==> config.mk <==
export PLATFORM = sky130hd
export DESIGN_NAME = softmax_gradient_bandit_selector
export DESIGN_NICKNAME = d
export VERILOG_FILES = /design/src/hw/rtl/sgbs_pkg.sv /design/src/hw/rtl/sgbs_ctrl.sv /design/src/hw/rtl/sgbs_dpath.sv /design/src/hw/rtl/softmax_gradient_bandit_selector.sv
export SDC_FILE = /design/constraint.sdc
export NUM_CORES = 2
export LEC_CHECK = 0
export BUFFER_PORTS_ARGS = -buffer_cell sky130_fd_sc_hd__buf_2
export CAP_MARGIN = 30
export CORE_MARGIN = 3
export CORE_UTILIZATION = 25
export DETAILED_ROUTE_END_ITERATION = 16
export PLACE_DENSITY_LB_ADDON = 0.05
export SLEW_MARGIN = 5
export SYNTH_ARGS = -nofsm -noshare
export SYNTH_HDL_FRONTEND = slang
export SYNTH_SLANG_ARGS = --single-unit
==> constraint.sdc <==
create_clock -name clk_i -period 33.5 [get_ports clk_i]
set_clock_uncertainty 0.1 [all_clocks]
set_input_delay 6.7 -clock clk_i [delete_from_list [all_inputs] [get_ports clk_i]]
set_output_delay 6.7 -clock clk_i [all_outputs]
set_load 0.01 [all_outputs]
==> src/hw/rtl/sgbs_pkg.sv <==
`timescale 1ns / 1ps
// ----------------------------------------------------------------------------
// sgbs_pkg: shared types and constants of the softmax bandit selector
// Widths, exp tables, controller states and the command and status structs
// between the controller and the datapath.
// ----------------------------------------------------------------------------
package sgbs_pkg;

  localparam int NUM_ARMS    = 3;
  localparam int ARM_W       = $clog2(NUM_ARMS);
  localparam int LOGIT_W     = 16;
  localparam int PROB_W      = 16;
  localparam int LR_W        = 16;
  localparam int REWARD_W    = 14;
  localparam int RND_W       = 16;
  localparam int E_W         = 17;                       // exp value, up to 65536
  localparam int SUM_W       = E_W + $clog2(NUM_ARMS);   // sum of all exp values
  localparam int Q_W         = 17;                       // quotient bits, up to 65536
  localparam int N_W         = E_W + 16 + 1;             // dividend width
  localparam int STEP_W      = $clog2(Q_W);
  localparam int MUL_A_W     = 31;
  localparam int MUL_B_W     = 19;
  localparam int MUL_P_W     = MUL_A_W + MUL_B_W;
  localparam int DELTA_W     = MUL_P_W - 32 + 1;
  localparam int VSUM_W      = DELTA_W + 1;
  localparam int LOGIT_LIMIT = 20480;                    // 5.0 in Q3.12
  localparam int CFG_ADDR_W  = 3;

  localparam logic [LR_W-1:0] LR_RESET          = 16'd3277;
  localparam logic [0:0]      REG_LEARNING_RATE = 1'b0;

  typedef enum logic [3:0] {
    ST_IDLE,
    ST_DISPATCH,
    ST_UPD_LR,
    ST_UPD_MUL,
    ST_UPD_RND,
    ST_UPD_ADD,
    ST_UPD_END,
    ST_EXP_T,
    ST_EXP_F,
    ST_EXP_W,
    ST_DIV_INIT,
    ST_DIV_STEP,
    ST_DIV_WR,
    ST_DONE
  } st_e;

  typedef enum logic [3:0] {
    DP_NOP,
    DP_LOAD,
    DP_UPD_LR,
    DP_UPD_MUL,
    DP_UPD_RND,
    DP_UPD_ADD,
    DP_EXP_T,
    DP_EXP_F,
    DP_EXP_W,
    DP_DIV_INIT,
    DP_DIV_STEP,
    DP_DIV_WR,
    DP_RESULT
  } dp_op_e;

  typedef struct packed {
    dp_op_e           op;
    logic [ARM_W-1:0] idx;
  } dp_cmd_t;

  typedef struct packed {
    logic is_sample;
    logic arm_ok;
    logic applied;
    logic out_free;
  } dp_status_t;

  // round(65536 * e^-n); zero once the span leaves the table.
  function automatic logic [E_W-1:0] iexp(input logic [3:0] n);
    logic [E_W-1:0] v;
    unique case (n)
      4'd0:    v = 17'd65536;
      4'd1:    v = 17'd24109;
      4'd2:    v = 17'd8869;
      4'd3:    v = 17'd3263;
      4'd4:    v = 17'd1200;
      4'd5:    v = 17'd442;
      4'd6:    v = 17'd162;
      4'd7:    v = 17'd60;
      4'd8:    v = 17'd22;
      4'd9:    v = 17'd8;
      4'd10:   v = 17'd3;
      default: v = 17'd0;
    endcase
    return v;
  endfunction

  // round(65536 * e^(-f/16))
  function automatic logic [E_W-1:0] fexp(input logic [3:0] f);
    logic [E_W-1:0] v;
    unique case (f)
      4'd0:  v = 17'd65536;
      4'd1:  v = 17'd61565;
      4'd2:  v = 17'd57835;
      4'd3:  v = 17'd54331;
      4'd4:  v = 17'd51039;
      4'd5:  v = 17'd47947;
      4'd6:  v = 17'd45042;
      4'd7:  v = 17'd42313;
      4'd8:  v = 17'd39750;
      4'd9:  v = 17'd37341;
      4'd10: v = 17'd35079;
      4'd11: v = 17'd32954;
      4'd12: v = 17'd30957;
      4'd13: v = 17'd29081;
      4'd14: v = 17'd27319;
      4'd15: v = 17'd25664;
      default: v = 17'd0;
    endcase
    return v;
  endfunction

  // Starting preferences: 0.3 for arm 1, -0.1 for arm 2, zero elsewhere.
  function automatic logic signed [LOGIT_W-1:0] logit_reset(input int i);
    logic signed [LOGIT_W-1:0] v;
    v = '0;
    if (i == 1) v = 16'sd1229;
    if (i == 2) v = -16'sd410;
    return v;
  endfunction

endpackage

==> src/hw/rtl/sgbs_ctrl.sv <==
`timescale 1ns / 1ps
// ----------------------------------------------------------------------------
// sgbs_ctrl: sequencer of the softmax bandit selector
// Walks the update pass, the exp pass, the serial divisions and the result
// handoff, issuing one datapath command per cycle.
// ----------------------------------------------------------------------------
module sgbs_ctrl import sgbs_pkg::*; (
  input  logic       clk_i,
  input  logic       rst_ni,
  input  logic       in_valid_i,
  output logic       in_ready_o,
  input  dp_status_t status_i,
  output dp_cmd_t    cmd_o
);

  st_e               state_q, state_d;
  logic [ARM_W-1:0]  idx_q, idx_d;
  logic [STEP_W-1:0] step_q, step_d;
  logic              pending_q, pending_d;
  logic              last_arm;

  assign last_arm = (idx_q == ARM_W'(NUM_ARMS - 1));

  // After reset the probabilities of the starting logits are computed first.
  always_ff @(posedge clk_i or negedge rst_ni) begin
    if (!rst_ni) begin
      state_q   <= ST_EXP_T;
      idx_q     <= '0;
      step_q    <= '0;
      pending_q <= 1'b0;
    end else begin
      state_q   <= state_d;
      idx_q     <= idx_d;
      step_q    <= step_d;
      pending_q <= pending_d;
    end
  end

  always_comb begin
    state_d    = state_q;
    idx_d      = idx_q;
    step_d     = step_q;
    pending_d  = pending_q;
    in_ready_o = 1'b0;
    cmd_o.op   = DP_NOP;
    cmd_o.idx  = idx_q;
    unique case (state_q)
      ST_IDLE: begin
        in_ready_o = 1'b1;
        if (in_valid_i) begin
          cmd_o.op  = DP_LOAD;
          pending_d = 1'b1;
          state_d   = ST_DISPATCH;
        end
      end
      ST_DISPATCH: begin
        idx_d = '0;
        if (status_i.is_sample || !status_i.arm_ok) begin
          state_d = ST_DONE;
        end else begin
          state_d = ST_UPD_LR;
        end
      end
      ST_UPD_LR: begin
        cmd_o.op = DP_UPD_LR;
        state_d  = ST_UPD_MUL;
      end
      ST_UPD_MUL: begin
        cmd_o.op = DP_UPD_MUL;
        state_d  = ST_UPD_RND;
      end
      ST_UPD_RND: begin
        cmd_o.op = DP_UPD_RND;
        state_d  = ST_UPD_ADD;
      end
      ST_UPD_ADD: begin
        cmd_o.op = DP_UPD_ADD;
        if (last_arm) begin
          idx_d   = '0;
          state_d = ST_UPD_END;
        end else begin
          idx_d   = idx_q + 1'b1;
          state_d = ST_UPD_MUL;
        end
      end
      ST_UPD_END: begin
        // Unchanged logits keep the probabilities already held.
        state_d = status_i.applied ? ST_EXP_T : ST_DONE;
      end
      ST_EXP_T: begin
        cmd_o.op = DP_EXP_T;
        state_d  = ST_EXP_F;
      end
      ST_EXP_F: begin
        cmd_o.op = DP_EXP_F;
        state_d  = ST_EXP_W;
      end
      ST_EXP_W: begin
        cmd_o.op = DP_EXP_W;
        if (last_arm) begin
          idx_d   = '0;
          state_d = ST_DIV_INIT;
        end else begin
          idx_d   = idx_q + 1'b1;
          state_d = ST_EXP_T;
        end
      end
      ST_DIV_INIT: begin
        cmd_o.op = DP_DIV_INIT;
        step_d   = '0;
        state_d  = ST_DIV_STEP;
      end
      ST_DIV_STEP: begin
        cmd_o.op = DP_DIV_STEP;
        if (step_q == STEP_W'(Q_W - 1)) begin
          state_d = ST_DIV_WR;
        end else begin
          step_d = step_q + 1'b1;
        end
      end
      ST_DIV_WR: begin
        cmd_o.op = DP_DIV_WR;
        if (last_arm) begin
          idx_d   = '0;
          state_d = pending_q ? ST_DONE : ST_IDLE;
        end else begin
          idx_d   = idx_q + 1'b1;
          state_d = ST_DIV_INIT;
        end
      end
      ST_DONE: begin
        if (status_i.out_free) begin
          cmd_o.op  = DP_RESULT;
          pending_d = 1'b0;
          state_d   = ST_IDLE;
        end
      end
      default: begin
        state_d = ST_IDLE;
      end
    endcase
  end

endmodule

==> src/hw/rtl/sgbs_dpath.sv <==
`timescale 1ns / 1ps
// ----------------------------------------------------------------------------
// sgbs_dpath: datapath of the softmax bandit selector
// Logit store, shared multiplier, exp tables, restoring divider, sample
// compare and the output register.
// ----------------------------------------------------------------------------
module sgbs_dpath import sgbs_pkg::*; (
  input  logic                       clk_i,
  input  logic                       rst_ni,
  input  dp_cmd_t                    cmd_i,
  output dp_status_t                 status_o,
  input  logic                       in_action_i,
  input  logic [1:0]                 in_arm_i,
  input  logic signed [REWARD_W-1:0] in_reward_i,
  input  logic [RND_W-1:0]           in_random_value_i,
  input  logic [LR_W-1:0]            learning_rate_i,
  input  logic                       out_ready_i,
  output logic                       out_valid_o,
  output logic [1:0]                 out_chosen_arm_o,
  output logic                       out_update_applied_o,
  output logic [PROB_W-1:0]          out_weight_a_o,
  output logic [PROB_W-1:0]          out_weight_b_o,
  output logic [PROB_W-1:0]          out_weight_c_o
);

  // Item fields held for the length of the item.
  logic                       item_action_q;
  logic [1:0]                 item_arm_q;
  logic signed [REWARD_W-1:0] item_reward_q;
  logic [RND_W-1:0]           item_rnd_q;

  logic signed [LOGIT_W-1:0] logit_q [NUM_ARMS];
  logic [E_W-1:0]            e_q     [NUM_ARMS];
  logic [PROB_W-1:0]         p_q     [NUM_ARMS];
  logic [SUM_W-1:0]          sum_q;
  logic [E_W-1:0]            fine_q;
  logic signed [MUL_P_W-1:0] mul_q;
  logic signed [MUL_A_W-1:0] lrr_q;
  logic signed [DELTA_W-1:0] delta_q;
  logic [SUM_W-1:0]          rem_q;
  logic [Q_W-1:0]            quo_q;
  logic                      applied_q;

  logic                      out_valid_q;
  logic [1:0]                out_chosen_q;
  logic                      out_applied_q;
  logic [PROB_W-1:0]         out_weight_q [3];

  logic signed [LOGIT_W-1:0] mx;
  logic signed [LOGIT_W:0]   m_full;
  logic [15:0]               m;
  logic [15:0]               gg;
  logic [E_W-1:0]            fine_c;
  logic [E_W-1:0]            t;
  logic signed [17:0]        diff;
  logic signed [MUL_A_W-1:0] mul_a;
  logic signed [MUL_B_W-1:0] mul_b;
  logic signed [MUL_P_W-1:0] mul_p;
  logic [MUL_P_W-1:0]        mag;
  logic [MUL_P_W-1:0]        mag_rnd;
  logic signed [DELTA_W-1:0] delta_c;
  logic signed [VSUM_W-1:0]  vsum;
  logic signed [LOGIT_W-1:0] logit_new;
  logic [N_W-1:0]            num;
  logic [SUM_W:0]            rem_sh;
  logic                      rem_ge;
  logic [SUM_W-1:0]          cum;
  logic                      hit;
  logic [ARM_W-1:0]          chosen;

  // Largest logit, subtracted before the exp lookup.
  always_comb begin
    mx = logit_q[0];
    for (int i = 1; i < NUM_ARMS; i++) begin
      if (logit_q[i] > mx) mx = logit_q[i];
    end
  end

  // exp(-m) = IEXP[n] * FEXP[f] * (65536 - 16*g + g^2/512), all in Q16.
  assign m_full = {mx[LOGIT_W-1], mx} - {logit_q[cmd_i.idx][LOGIT_W-1], logit_q[cmd_i.idx]};
  assign m      = m_full[15:0];
  assign gg     = m[7:0] * m[7:0];
  assign fine_c = 17'd65536 - {5'b0, m[7:0], 4'b0} + E_W'(gg >> 9);
  assign t      = mul_q[32:16];

  assign diff = ((32'(cmd_i.idx) == 32'(item_arm_q)) ? 18'sd65536 : 18'sd0)
              - $signed({2'b0, p_q[cmd_i.idx]});

  always_comb begin
    unique case (cmd_i.op)
      DP_EXP_T: begin
        mul_a = $signed({14'b0, iexp(m[15:12])});
        mul_b = $signed({2'b0, fexp(m[11:8])});
      end
      DP_EXP_F: begin
        mul_a = $signed({14'b0, t});
        mul_b = $signed({2'b0, fine_q});
      end
      DP_UPD_LR: begin
        mul_a = $signed({15'b0, learning_rate_i});
        mul_b = {{(MUL_B_W - REWARD_W){item_reward_q[REWARD_W-1]}}, item_reward_q};
      end
      DP_UPD_MUL: begin
        mul_a = lrr_q;
        mul_b = {diff[17], diff};
      end
      default: begin
        mul_a = '0;
        mul_b = '0;
      end
    endcase
  end

  assign mul_p = mul_a * mul_b;

  // Q44 step rounded to Q3.12, halves away from zero.
  assign mag     = mul_q[MUL_P_W-1] ? MUL_P_W'(-mul_q) : MUL_P_W'(mul_q);
  assign mag_rnd = mag + MUL_P_W'(64'h8000_0000);
  assign delta_c = mul_q[MUL_P_W-1] ? -$signed({1'b0, mag_rnd[MUL_P_W-1:32]})
                                    : $signed({1'b0, mag_rnd[MUL_P_W-1:32]});

  assign vsum = VSUM_W'(logit_q[cmd_i.idx]) + VSUM_W'(delta_q);

  always_comb begin
    if (vsum > VSUM_W'(LOGIT_LIMIT)) begin
      logit_new = LOGIT_W'(LOGIT_LIMIT);
    end else if (vsum < -VSUM_W'(LOGIT_LIMIT)) begin
      logit_new = -LOGIT_W'(LOGIT_LIMIT);
    end else begin
      logit_new = vsum[LOGIT_W-1:0];
    end
  end

  // Rounded division: (e * 65536 + S/2) / S, one quotient bit per step.
  assign num    = {e_q[cmd_i.idx], 16'b0} + N_W'(sum_q >> 1);
  assign rem_sh = {rem_q, quo_q[Q_W-1]};
  assign rem_ge = (rem_sh >= {1'b0, sum_q});

  // Cumulative walk for a sample item; the last arm catches a miss.
  always_comb begin
    cum    = '0;
    hit    = 1'b0;
    chosen = ARM_W'(NUM_ARMS - 1);
    for (int i = 0; i < NUM_ARMS; i++) begin
      cum = cum + SUM_W'(p_q[i]);
      if (!hit && (SUM_W'(item_rnd_q) <= cum)) begin
        chosen = ARM_W'(i);
        hit    = 1'b1;
      end
    end
  end

  always_ff @(posedge clk_i or negedge rst_ni) begin
    if (!rst_ni) begin
      for (int i = 0; i < NUM_ARMS; i++) logit_q[i] <= logit_reset(i);
      applied_q   <= 1'b0;
      out_valid_q <= 1'b0;
    end else begin
      if (cmd_i.op == DP_LOAD) begin
        applied_q <= 1'b0;
      end else if (cmd_i.op == DP_UPD_ADD) begin
        logit_q[cmd_i.idx] <= logit_new;
        if (logit_new != logit_q[cmd_i.idx]) applied_q <= 1'b1;
      end
      if (cmd_i.op == DP_RESULT) begin
        out_valid_q <= 1'b1;
      end else if (out_ready_i) begin
        out_valid_q <= 1'b0;
      end
    end
  end

  always_ff @(posedge clk_i) begin
    unique case (cmd_i.op)
      DP_LOAD: begin
        item_action_q <= in_action_i;
        item_arm_q    <= in_arm_i;
        item_reward_q <= in_reward_i;
        item_rnd_q    <= in_random_value_i;
      end
      DP_UPD_LR: begin
        lrr_q <= mul_p[MUL_A_W-1:0];
      end
      DP_UPD_MUL: begin
        mul_q <= mul_p;
      end
      DP_UPD_RND: begin
        delta_q <= delta_c;
      end
      DP_EXP_T: begin
        mul_q  <= mul_p;
        fine_q <= fine_c;
      end
      DP_EXP_F: begin
        mul_q <= mul_p;
      end
      DP_EXP_W: begin
        e_q[cmd_i.idx] <= mul_q[32:16];
        sum_q <= ((cmd_i.idx == '0) ? '0 : sum_q) + SUM_W'(mul_q[32:16]);
      end
      DP_DIV_INIT: begin
        rem_q <= SUM_W'(num[N_W-1:Q_W]);
        quo_q <= num[Q_W-1:0];
      end
      DP_DIV_STEP: begin
        rem_q <= rem_ge ? SUM_W'(rem_sh - {1'b0, sum_q}) : rem_sh[SUM_W-1:0];
        quo_q <= {quo_q[Q_W-2:0], rem_ge};
      end
      DP_DIV_WR: begin
        p_q[cmd_i.idx] <= quo_q[Q_W-1] ? {PROB_W{1'b1}} : quo_q[PROB_W-1:0];
      end
      DP_RESULT: begin
        out_chosen_q  <= item_action_q ? 2'(chosen) : 2'd0;
        out_applied_q <= applied_q;
        for (int k = 0; k < 3; k++) begin
          out_weight_q[k] <= (k < NUM_ARMS) ? p_q[(k < NUM_ARMS) ? k : 0] : '0;
        end
      end
      default: begin
      end
    endcase
  end

  assign status_o.is_sample = item_action_q;
  assign status_o.arm_ok    = (32'(item_arm_q) < 32'(NUM_ARMS));
  assign status_o.applied   = applied_q;
  assign status_o.out_free  = !out_valid_q || out_ready_i;

  assign out_valid_o          = out_valid_q;
  assign out_chosen_arm_o     = out_chosen_q;
  assign out_update_applied_o = out_applied_q;
  assign out_weight_a_o       = out_weight_q[0];
  assign out_weight_b_o       = out_weight_q[1];
  assign out_weight_c_o       = out_weight_q[2];

endmodule

==> src/hw/rtl/softmax_gradient_bandit_selector.sv <==
`timescale 1ns / 1ps
// Sample item, or update with invalid arm: no update, exp or division pass; the result
// goes to the output register and the next item is taken once it has been handed over.
// Update item: the update pass; only when a logit moves, also the exp pass and three
// 17-step divisions. Probabilities are held between items; a sample reuses them
// without recomputing. After reset the block computes the starting probabilities
// before accepting its first item; the learning rate register is writable throughout.
// ----------------------------------------------------------------------------
// softmax_gradient_bandit_selector: softmax arm selector with gradient update
// Top level: stream ports, learning rate register, controller and datapath.
// ----------------------------------------------------------------------------
module softmax_gradient_bandit_selector import sgbs_pkg::*; (
  input  logic                  clk_i,
  input  logic                  rst_ni,
  input  logic                  s_axis_tvalid_i,
  output logic                  s_axis_tready_o,
  input  logic [31:0]           s_axis_tdata_i,  // arm[1:0], reward[15:2], random_value[31:16]
  input  logic [0:0]            s_axis_tuser_i,  // action[0]
  output logic                  m_axis_tvalid_o,
  input  logic                  m_axis_tready_i,
  output logic [55:0]           m_axis_tdata_o,  // chosen_arm[1:0], update_applied[2],
                                                 // weight_a[18:3], weight_b[34:19],
                                                 // weight_c[50:35], zeros[55:51]
  input  logic                  psel,
  input  logic                  penable,
  input  logic                  pwrite,
  input  logic [CFG_ADDR_W-1:0] paddr,
  input  logic [31:0]           pwdata,
  output logic [31:0]           prdata,
  output logic                  pready
);

  logic [LR_W-1:0]   lr_q;
  logic              reg_hit;
  dp_cmd_t           cmd;
  dp_status_t        status;
  logic [1:0]        chosen_arm;
  logic              update_applied;
  logic [PROB_W-1:0] weight_a;
  logic [PROB_W-1:0] weight_b;
  logic [PROB_W-1:0] weight_c;

  assign pready  = 1'b1;
  assign reg_hit = (paddr[2] == REG_LEARNING_RATE);
  assign prdata  = reg_hit ? {16'b0, lr_q} : 32'b0;

  always_ff @(posedge clk_i or negedge rst_ni) begin
    if (!rst_ni) begin
      lr_q <= LR_RESET;
    end else if (psel && penable && pwrite && reg_hit) begin
      lr_q <= pwdata[LR_W-1:0];
    end
  end

  sgbs_ctrl u_ctrl (
    .clk_i      (clk_i),
    .rst_ni     (rst_ni),
    .in_valid_i (s_axis_tvalid_i),
    .in_ready_o (s_axis_tready_o),
    .status_i   (status),
    .cmd_o      (cmd)
  );

  sgbs_dpath u_dpath (
    .clk_i                (clk_i),
    .rst_ni               (rst_ni),
    .cmd_i                (cmd),
    .status_o             (status),
    .in_action_i          (s_axis_tuser_i[0]),
    .in_arm_i             (s_axis_tdata_i[1:0]),
    .in_reward_i          ($signed(s_axis_tdata_i[15:2])),
    .in_random_value_i    (s_axis_tdata_i[31:16]),
    .learning_rate_i      (lr_q),
    .out_ready_i          (m_axis_tready_i),
    .out_valid_o          (m_axis_tvalid_o),
    .out_chosen_arm_o     (chosen_arm),
    .out_update_applied_o (update_applied),
    .out_weight_a_o       (weight_a),
    .out_weight_b_o       (weight_b),
    .out_weight_c_o       (weight_c)
  );

  assign m_axis_tdata_o = {5'b0, weight_c, weight_b, weight_a, update_applied, chosen_arm};

endmodule

# ---- Yosys cells after proc, flatten, opt, wreduce, memory -nomap -nowiden
# Memory sizes are Yosys's and may differ from the RTL's.
# Cells that the tools add are included.
dict set report totals {
  regBits 286
  ramBits 147
  mem_bits_ro 512
  word_cells 182
  mem_count 5
}
# name words width read_ports rd_clocked_by_memory_dff write_ports line_no
set mem_list {}
lappend mem_list {{(name not given)} 16 17 1 0 0 sgbs_pkg.sv:100} ;# unique case (f)
lappend mem_list {{(name not given)} 16 15 1 0 0 sgbs_pkg.sv:80} ;# unique case (n)
lappend mem_list {u_dpath.e_q 3 17 1 0 1 sgbs_dpath.sv:33} ;# logic [E_W-1:0] e_q [NUM_ARMS];
lappend mem_list {u_dpath.out_weight_q 3 16 3 0 3 sgbs_dpath.sv:47} ;# logic [PROB_W-1:0] out_weight_q [3];
lappend mem_list {u_dpath.p_q 3 16 4 0 1 sgbs_dpath.sv:34} ;# logic [PROB_W-1:0] p_q [NUM_ARMS];
dict set report op_classes {
  add_sub_neg 15
  n_mul 2
  magnitude_cmp 11
  n_eq_ne 33
  mux 58
  n_bitwise 4
  reduce_logical 29
}
# cell count
set ops {}
lappend ops {{$mux 16} 9}
lappend ops {{$pmux 31 s4} 1}
lappend ops {{$pmux 19 s4} 1}
lappend ops {{$pmux 4 s14} 1}
lappend ops {{$add 50x32->50 const B} 1}
lappend ops {{$mul 31x19->50} 1}
lappend ops {{$mux 50} 1}
lappend ops {{$neg 50->50} 1}
lappend ops {{$bwmux 48} 1}
lappend ops {{$pmux 4 s12} 1}
lappend ops {{$eq 4x4->1 const B} 11}
lappend ops {{$le 16x19->1} 2}
lappend ops {{$mux 19} 2}
lappend ops {{$pmux 19 s2} 1}
lappend ops {{$mux 4} 9}
lappend ops {{$add 33x18->34} 1}
lappend ops {{$pmux 17 s2} 1}
lappend ops {{$bmux 16 s2} 1}
lappend ops {{$demux 16 s2} 1}
lappend ops {{$eq 4x3->1 const B} 8}
lappend ops {{$gt 16x16->1} 2}
lappend ops {{$add 16x19->20} 1}
lappend ops {{$ge 20x19->1} 1}
lappend ops {{$gt 20x16->1 const B} 1}
lappend ops {{46 further kinds} 92}

# ---- Depth between registers and ports, before layout
dict set report logic_depth {
  word_depth 12
  mapped_depth 63
  mapped_depth_nobuf 60
}

# ---- By module
# A second synthesis with hierarchy kept.
dict set report hier_totals {
  hier_cells 5055
  hier_area_um2 49223.5
}
# mod n_inst cells_per_inst area_each_um2 seq_area_each_um2
set by_module_without_submodules {}
lappend by_module_without_submodules {sgbs_dpath 1 4848 47160.2 12413.2}
lappend by_module_without_submodules {sgbs_ctrl 1 131 1109.8 304.0}
lappend by_module_without_submodules {softmax_gradient_bandit_selector 1 76 953.4 409.1}

# ---- Worst setup path after synthesis
# No wires, ideal clock.
dict set report synth_timing {
  path_type {register to register}
  start {register u_dpath.logit_q[21] (netlist name)}
  end {register u_dpath.mul_q[47], data pin}
  setup_time_ps 265
  arrival_time_ps 13519
  t_required_ps 33135
  setup_slack_ps 19615
  path_stages_with_launch 58
  path_buffers 3
  period_less_slack_ps 13885
  cell_sequence {dfrtp_1 ha_1 a21o_1 a21o_1 a21oi_1 o21ai_1 a221oi_2 mux2i_1 clkbuf_1 nor2_1 a21oi_1 ha_1 nor2b_1 o21a_1 o21ai_0 a21oi_1 o31ai_1 a31o_2 [22 not listed] inv_1 fa_1 fa_1 fa_1 inv_1 fa_1 inv_1 ha_1 o21ai_0 nand2b_1 a211oi_1 a21oi_1 or3_1 a221oi_2 o221ai_1 a31o_2 and4_1 or3_1}
}
dict set report synth_between {
  elab_chain_len 8
  elab_cells_between_ends 13
  cone_classes {add/sub (1); mul (1); order compare (2); mux (7); memory (2)}
}
# item line_no
set synth_rtl {}
lappend synth_rtl {{from (decl)} sgbs_dpath.sv:32} ;# logic signed [LOGIT_W-1:0] logit_q [NUM_ARMS];
lappend synth_rtl {{from (signal, indexed assignment)} sgbs_dpath.sv:162} ;# logit_q[cmd_i.idx] <= logit_new;
lappend synth_rtl {{$gt 16x16->1} sgbs_dpath.sv:75} ;# if (logit_q[i] > mx) mx = logit_q[i];
lappend synth_rtl {{$mux 16} sgbs_dpath.sv:75}
lappend synth_rtl {{$gt 16x16->1} sgbs_dpath.sv:75}
lappend synth_rtl {{$mux 16} sgbs_dpath.sv:75}
lappend synth_rtl {{$sub 16x16->16 *} sgbs_dpath.sv:80} ;# assign m_full = {mx[LOGIT_W-1], mx} - {logit_q[cmd_i.idx][LOGIT_W-1], logit_q[cmd_i.idx]};
lappend synth_rtl {{$mem_v2 16x15 or $mem_v2 16x17 (tied branches)} --}
lappend synth_rtl {{$pmux 31 s4 or $pmux 19 s4 (tied branches)} sgbs_dpath.sv:90} ;# unique case (cmd_i.op)
lappend synth_rtl {{$mul 31x19->50 *} sgbs_dpath.sv:114} ;# assign mul_p = mul_a * mul_b;
lappend synth_rtl {{net u_dpath.mul_p[47]} sgbs_dpath.sv:58} ;# logic signed [MUL_P_W-1:0] mul_p;
lappend synth_rtl {{to (signal assigned)} sgbs_dpath.sv:185} ;# mul_q <= mul_p;
lappend synth_rtl {{to (signal assigned)} sgbs_dpath.sv:191} ;# mul_q <= mul_p;
lappend synth_rtl {{to (signal assigned)} sgbs_dpath.sv:195} ;# mul_q <= mul_p;
lappend synth_rtl {{to (decl)} sgbs_dpath.sv:37} ;# logic signed [MUL_P_W-1:0] mul_q;
# Mark *: on every way through the listed nets, which the timed path passes. The rest lies on a longest branch. The select of a mux whose other input is x is not followed.
# A chain may end at the register's enable or synchronous reset.

# ---- Worst setup path after layout
dict set report layout_timing {
  start {register u_dpath.logit_q[21] (netlist name)}
  end {register u_dpath.mul_q[49], data pin}
}
# Same word-level chain as after synthesis.

==> impl_metrics.yaml <==
synthesis:
  synth_cells: 4996
  yosysMostFrequentCell: "inv_1"
  ys_warn_count: 0
  yosysUniqueCellTypes: 107
  synth_largest_area_cell: "fa_1"
  ys_seq_area_frac: 0.270
  synth_edf_count: 371
  ys_seq_elements: 449
  synth.area.top_cells: "fa_1 25%, edfxtp_1 23%, ha_1 8.5%"
  ys_async_sr_fraction: 0.174
  synth_top_cells_by_count: "797 x inv_1, 604 x fa_1, 566 x nand2_1"
  syn-cell-area_um2: 48700
  synth_top_flop_cell: "edfxtp_1"
  avgSynthCellArea_um2: 9.74
  synth_top_area_frac: 0.249
clock_network:
  postCtsHoldBufs: 0
  post-cts-setup-buffer-count: 0
  cts_buffers: 56
  clock-sinks: 449
  cts_buffer_depth: 3
  clk_latency_ns: 0.70
  clkTransAtPathRegs_ns: 0.06
  cts_tree: "done"
  cts_root_buf: "clkbuf_16"
  h-tree-depth: 2
  cts_resized: 0
sta:
  timing_hold_violations_final: 0
  grt_setup_unrepaired: "false"
  tns_ns: 0
  fmax_mhz: 57.4
  finalCritPeriodShare: 0.520
  min_period_ns: 17.44
  finalSetupViolations: 0
  maxSlewViolCount: 0
  worstMarginPinSlew_ns: 0.946
  relSlewSlack: 0.362
  whs_ns: 0.350
detailed_routing:
  drc_errors: 0
  drt_pass1_iterations: 6
  first_iter_violations: 2042
  via_per_inst: 4.60
  drt_wl_total_um: 172000
  vias: 35200
  avgRoutedWirePerCell_um: 22.4
  ant_nets: 0
global_route:
  grt_pass1_vias: 37200
  globalRouteOverflowTotal: 0
  antenna_found_initial: 11
  grt_use_total: 0.172
  grt_start_max_net_pins: 53
  grt_pass1_wl_um: 254000
floorplanning:
  die-height_um: 447
  coreArea_um2: 193000
  start_util: 0.252
  rows: 161
  dieArea_um2: 200000
  num_io_pins: 166
  die_w_um: 447
layout:
  area_delta_synth_final_pct: 12.2
  layout.nets: 6093
  drive_above_1_share: 0.0959
  fill_cells: 20400
run_status:
  outcome: "finished, final reports clean"
worst_setup_path:
  cp_num_buf_inv: 9
  crit_family: "compound AO/OA/AOI/OAI gates"
  cp.depth: 56
  r2r_cells: 56
  reg2reg_to: "u_dpath.mul_q[49]"
  worst_path_most_repeated_cell: "fa_1"
  cp_max_fo: 31
  worstPathRequired_ns: 33.76
  rr_startpoint: "u_dpath.logit_q[21]"
  crit_type: "reg -> reg"
  cp.arrival_ns: 17.70
  crit_end: "u_dpath.mul_q[49]"
  cp-start-kind: "flip-flop"
  slowest_delay_ns: 0.74
  crit_slowest_cell: "xor2_1"
  startpoint: "u_dpath.logit_q[21]"
  endpoint_kind: "flip-flop"
  rrSetupSlack_ns: 16.06
placed_design:
  portBuffers: 125
  place_hpwl_um: 135000
  routabilityCongestion: 0.815
pwr:
  ir_drop_uv: 41.2
  p_leak_nw: 24.4
  powerDensity_nw_per_um2: 23.9
flow_run:
  drv_cap: 0
hold_path:
  holdCritPathClass: "reg -> reg"
cell type report:
type,instances,area (µm²),share of cell area
multi-input combinational,3557,31900,0.584
sequential,449,13100,0.241
tap,2526,3160,0.0579
inverter,799,3000,0.0549
clock buffer,67,1460,0.0268
timing repair buffer,219,1390,0.0255
clock inverter,39,543,0.00995
antenna,4,10.0,0.000183
stage by stage:
step	std cells	instance area, µm²	setup WS, ns	utilization	power (mW)
after floorplan	5017	48700	19.62	-	0.628
after global placement	7546	52500	15.82	0.272	0.651
after detailed placement	7548	52500	15.84	0.272	0.651
after CTS	7654	54500	15.72	0.283	1.34
after global routing	7657	54600	14.90	0.283	1.35
final	7660	54600	16.06	0.283	1.30
sequential cells by signal, summed over array words and instances, names as in the netlist, 2 cells and up:
signal and count:
u_dpath.rem_q 19, u_dpath.fine_q 17, u_dpath.item_arm_q 2, u_ctrl.step_q 5, u_dpath.e_q 51, u_dpath.item_reward_q 14
u_dpath.p_q 64, u_ctrl.state_q 4, u_dpath.delta_q 19, u_dpath.sum_q 19, lr_q 16, u_dpath.quo_q 17
u_dpath.lrr_q 31, u_dpath.out_chosen_arm_o 2, u_dpath.item_rnd_q 16, u_dpath.out_weight_q 48, u_dpath.logit_q 48, u_ctrl.idx_q 2
u_dpath.mul_q 50
worst reg2reg max path, delay by kind of cell (launching register included):
| kind | cells | cell delay, ns |
|---|---|---|
| compound gates | 23 | 6.57 |
| fa+ha+maj | 13 | 5.47 |
| mux | 4 | 1.46 |
| buf+inv | 9 | 1.29 |
| simple gates | 6 | 1.10 |
| xor+xnor | 1 | 0.74 |
| flops | 1 | 0.41 |
where the power goes:
| group | switching [mW] | internal (mW) |
|---|---|---|
| Sequential | 0.0115 | 0.604 |
| Combinational | 0.0121 | 0.00962 |
| Clock | 0.274 | 0.392 |
cells in the final DEF, fill, tap and decap left out, types with 53 or more instances in the layout:
cell / netlist / final
xor2_1: 63 / 63
xnor2_1: 148 / 148
and2_1: 74 / 72
ha_1: 332 / 332
a21oi_1: 190 / 189
inv_1: 797 / 797
nor2_1: 444 / 441
o21ai_0: 168 / 163
nand3_1: 54 / 54
buf_4: 24 / 91
buf_2: 16 / 124
nor2b_1: 79 / 77
clkbuf_16: 0 / 56
nand2_1: 566 / 566
a21o_1: 76 / 76
edfxtp_1: 371 / 371
nor3_1: 59 / 53
fa_1: 604 / 604
nand2b_1: 58 / 58
routing by layer:
metal,track usage,wire [µm]
met5,0,0
met3,0.0159,4900
met4,0.0366,3610
met2,0.300,85200
met1,0.232,78200
how the worst min path moves through the flow:
| stage | from | to | slack (ns) | cells past startpoint |
|---|---|---|---|---|
| 5_1_grt | u_dpath.p_q[2][5] | u_dpath.out_weight_q[0][37] | 0.36 | 0 |
| 6_report | u_dpath.p_q[2][5] | u_dpath.out_weight_q[0][37] | 0.35 | 0 |
| 3_5_place_dp | u_dpath.p_q[2][1] | u_dpath.out_weight_q[0][33] | 0.34 | 0 |
| 4_1_cts | u_dpath.p_q[2][1] | u_dpath.out_weight_q[0][33] | 0.35 | 0 |
| 3_3_place_gp | u_dpath.p_q[2][5] | u_dpath.out_weight_q[0][37] | 0.33 | 0 |
| 2_1_floorplan | u_dpath.p_q[2][0] | u_dpath.out_weight_q[0][32] | 0.32 | 0 |
cells by family after synthesis:
group / after synthesis / share of synthesized area
buf+inv: 1011 / 0.0803
simple gates: 1513 / 0.144
compound gates: 766 / 0.106
xor+xnor: 212 / 0.0384
flops: 449 / 0.270
fa+ha+maj: 937 / 0.334
mux: 106 / 0.0272
other cells: 2 / 0.000154
Note: power is estimated with default switching activity, not from simulation.
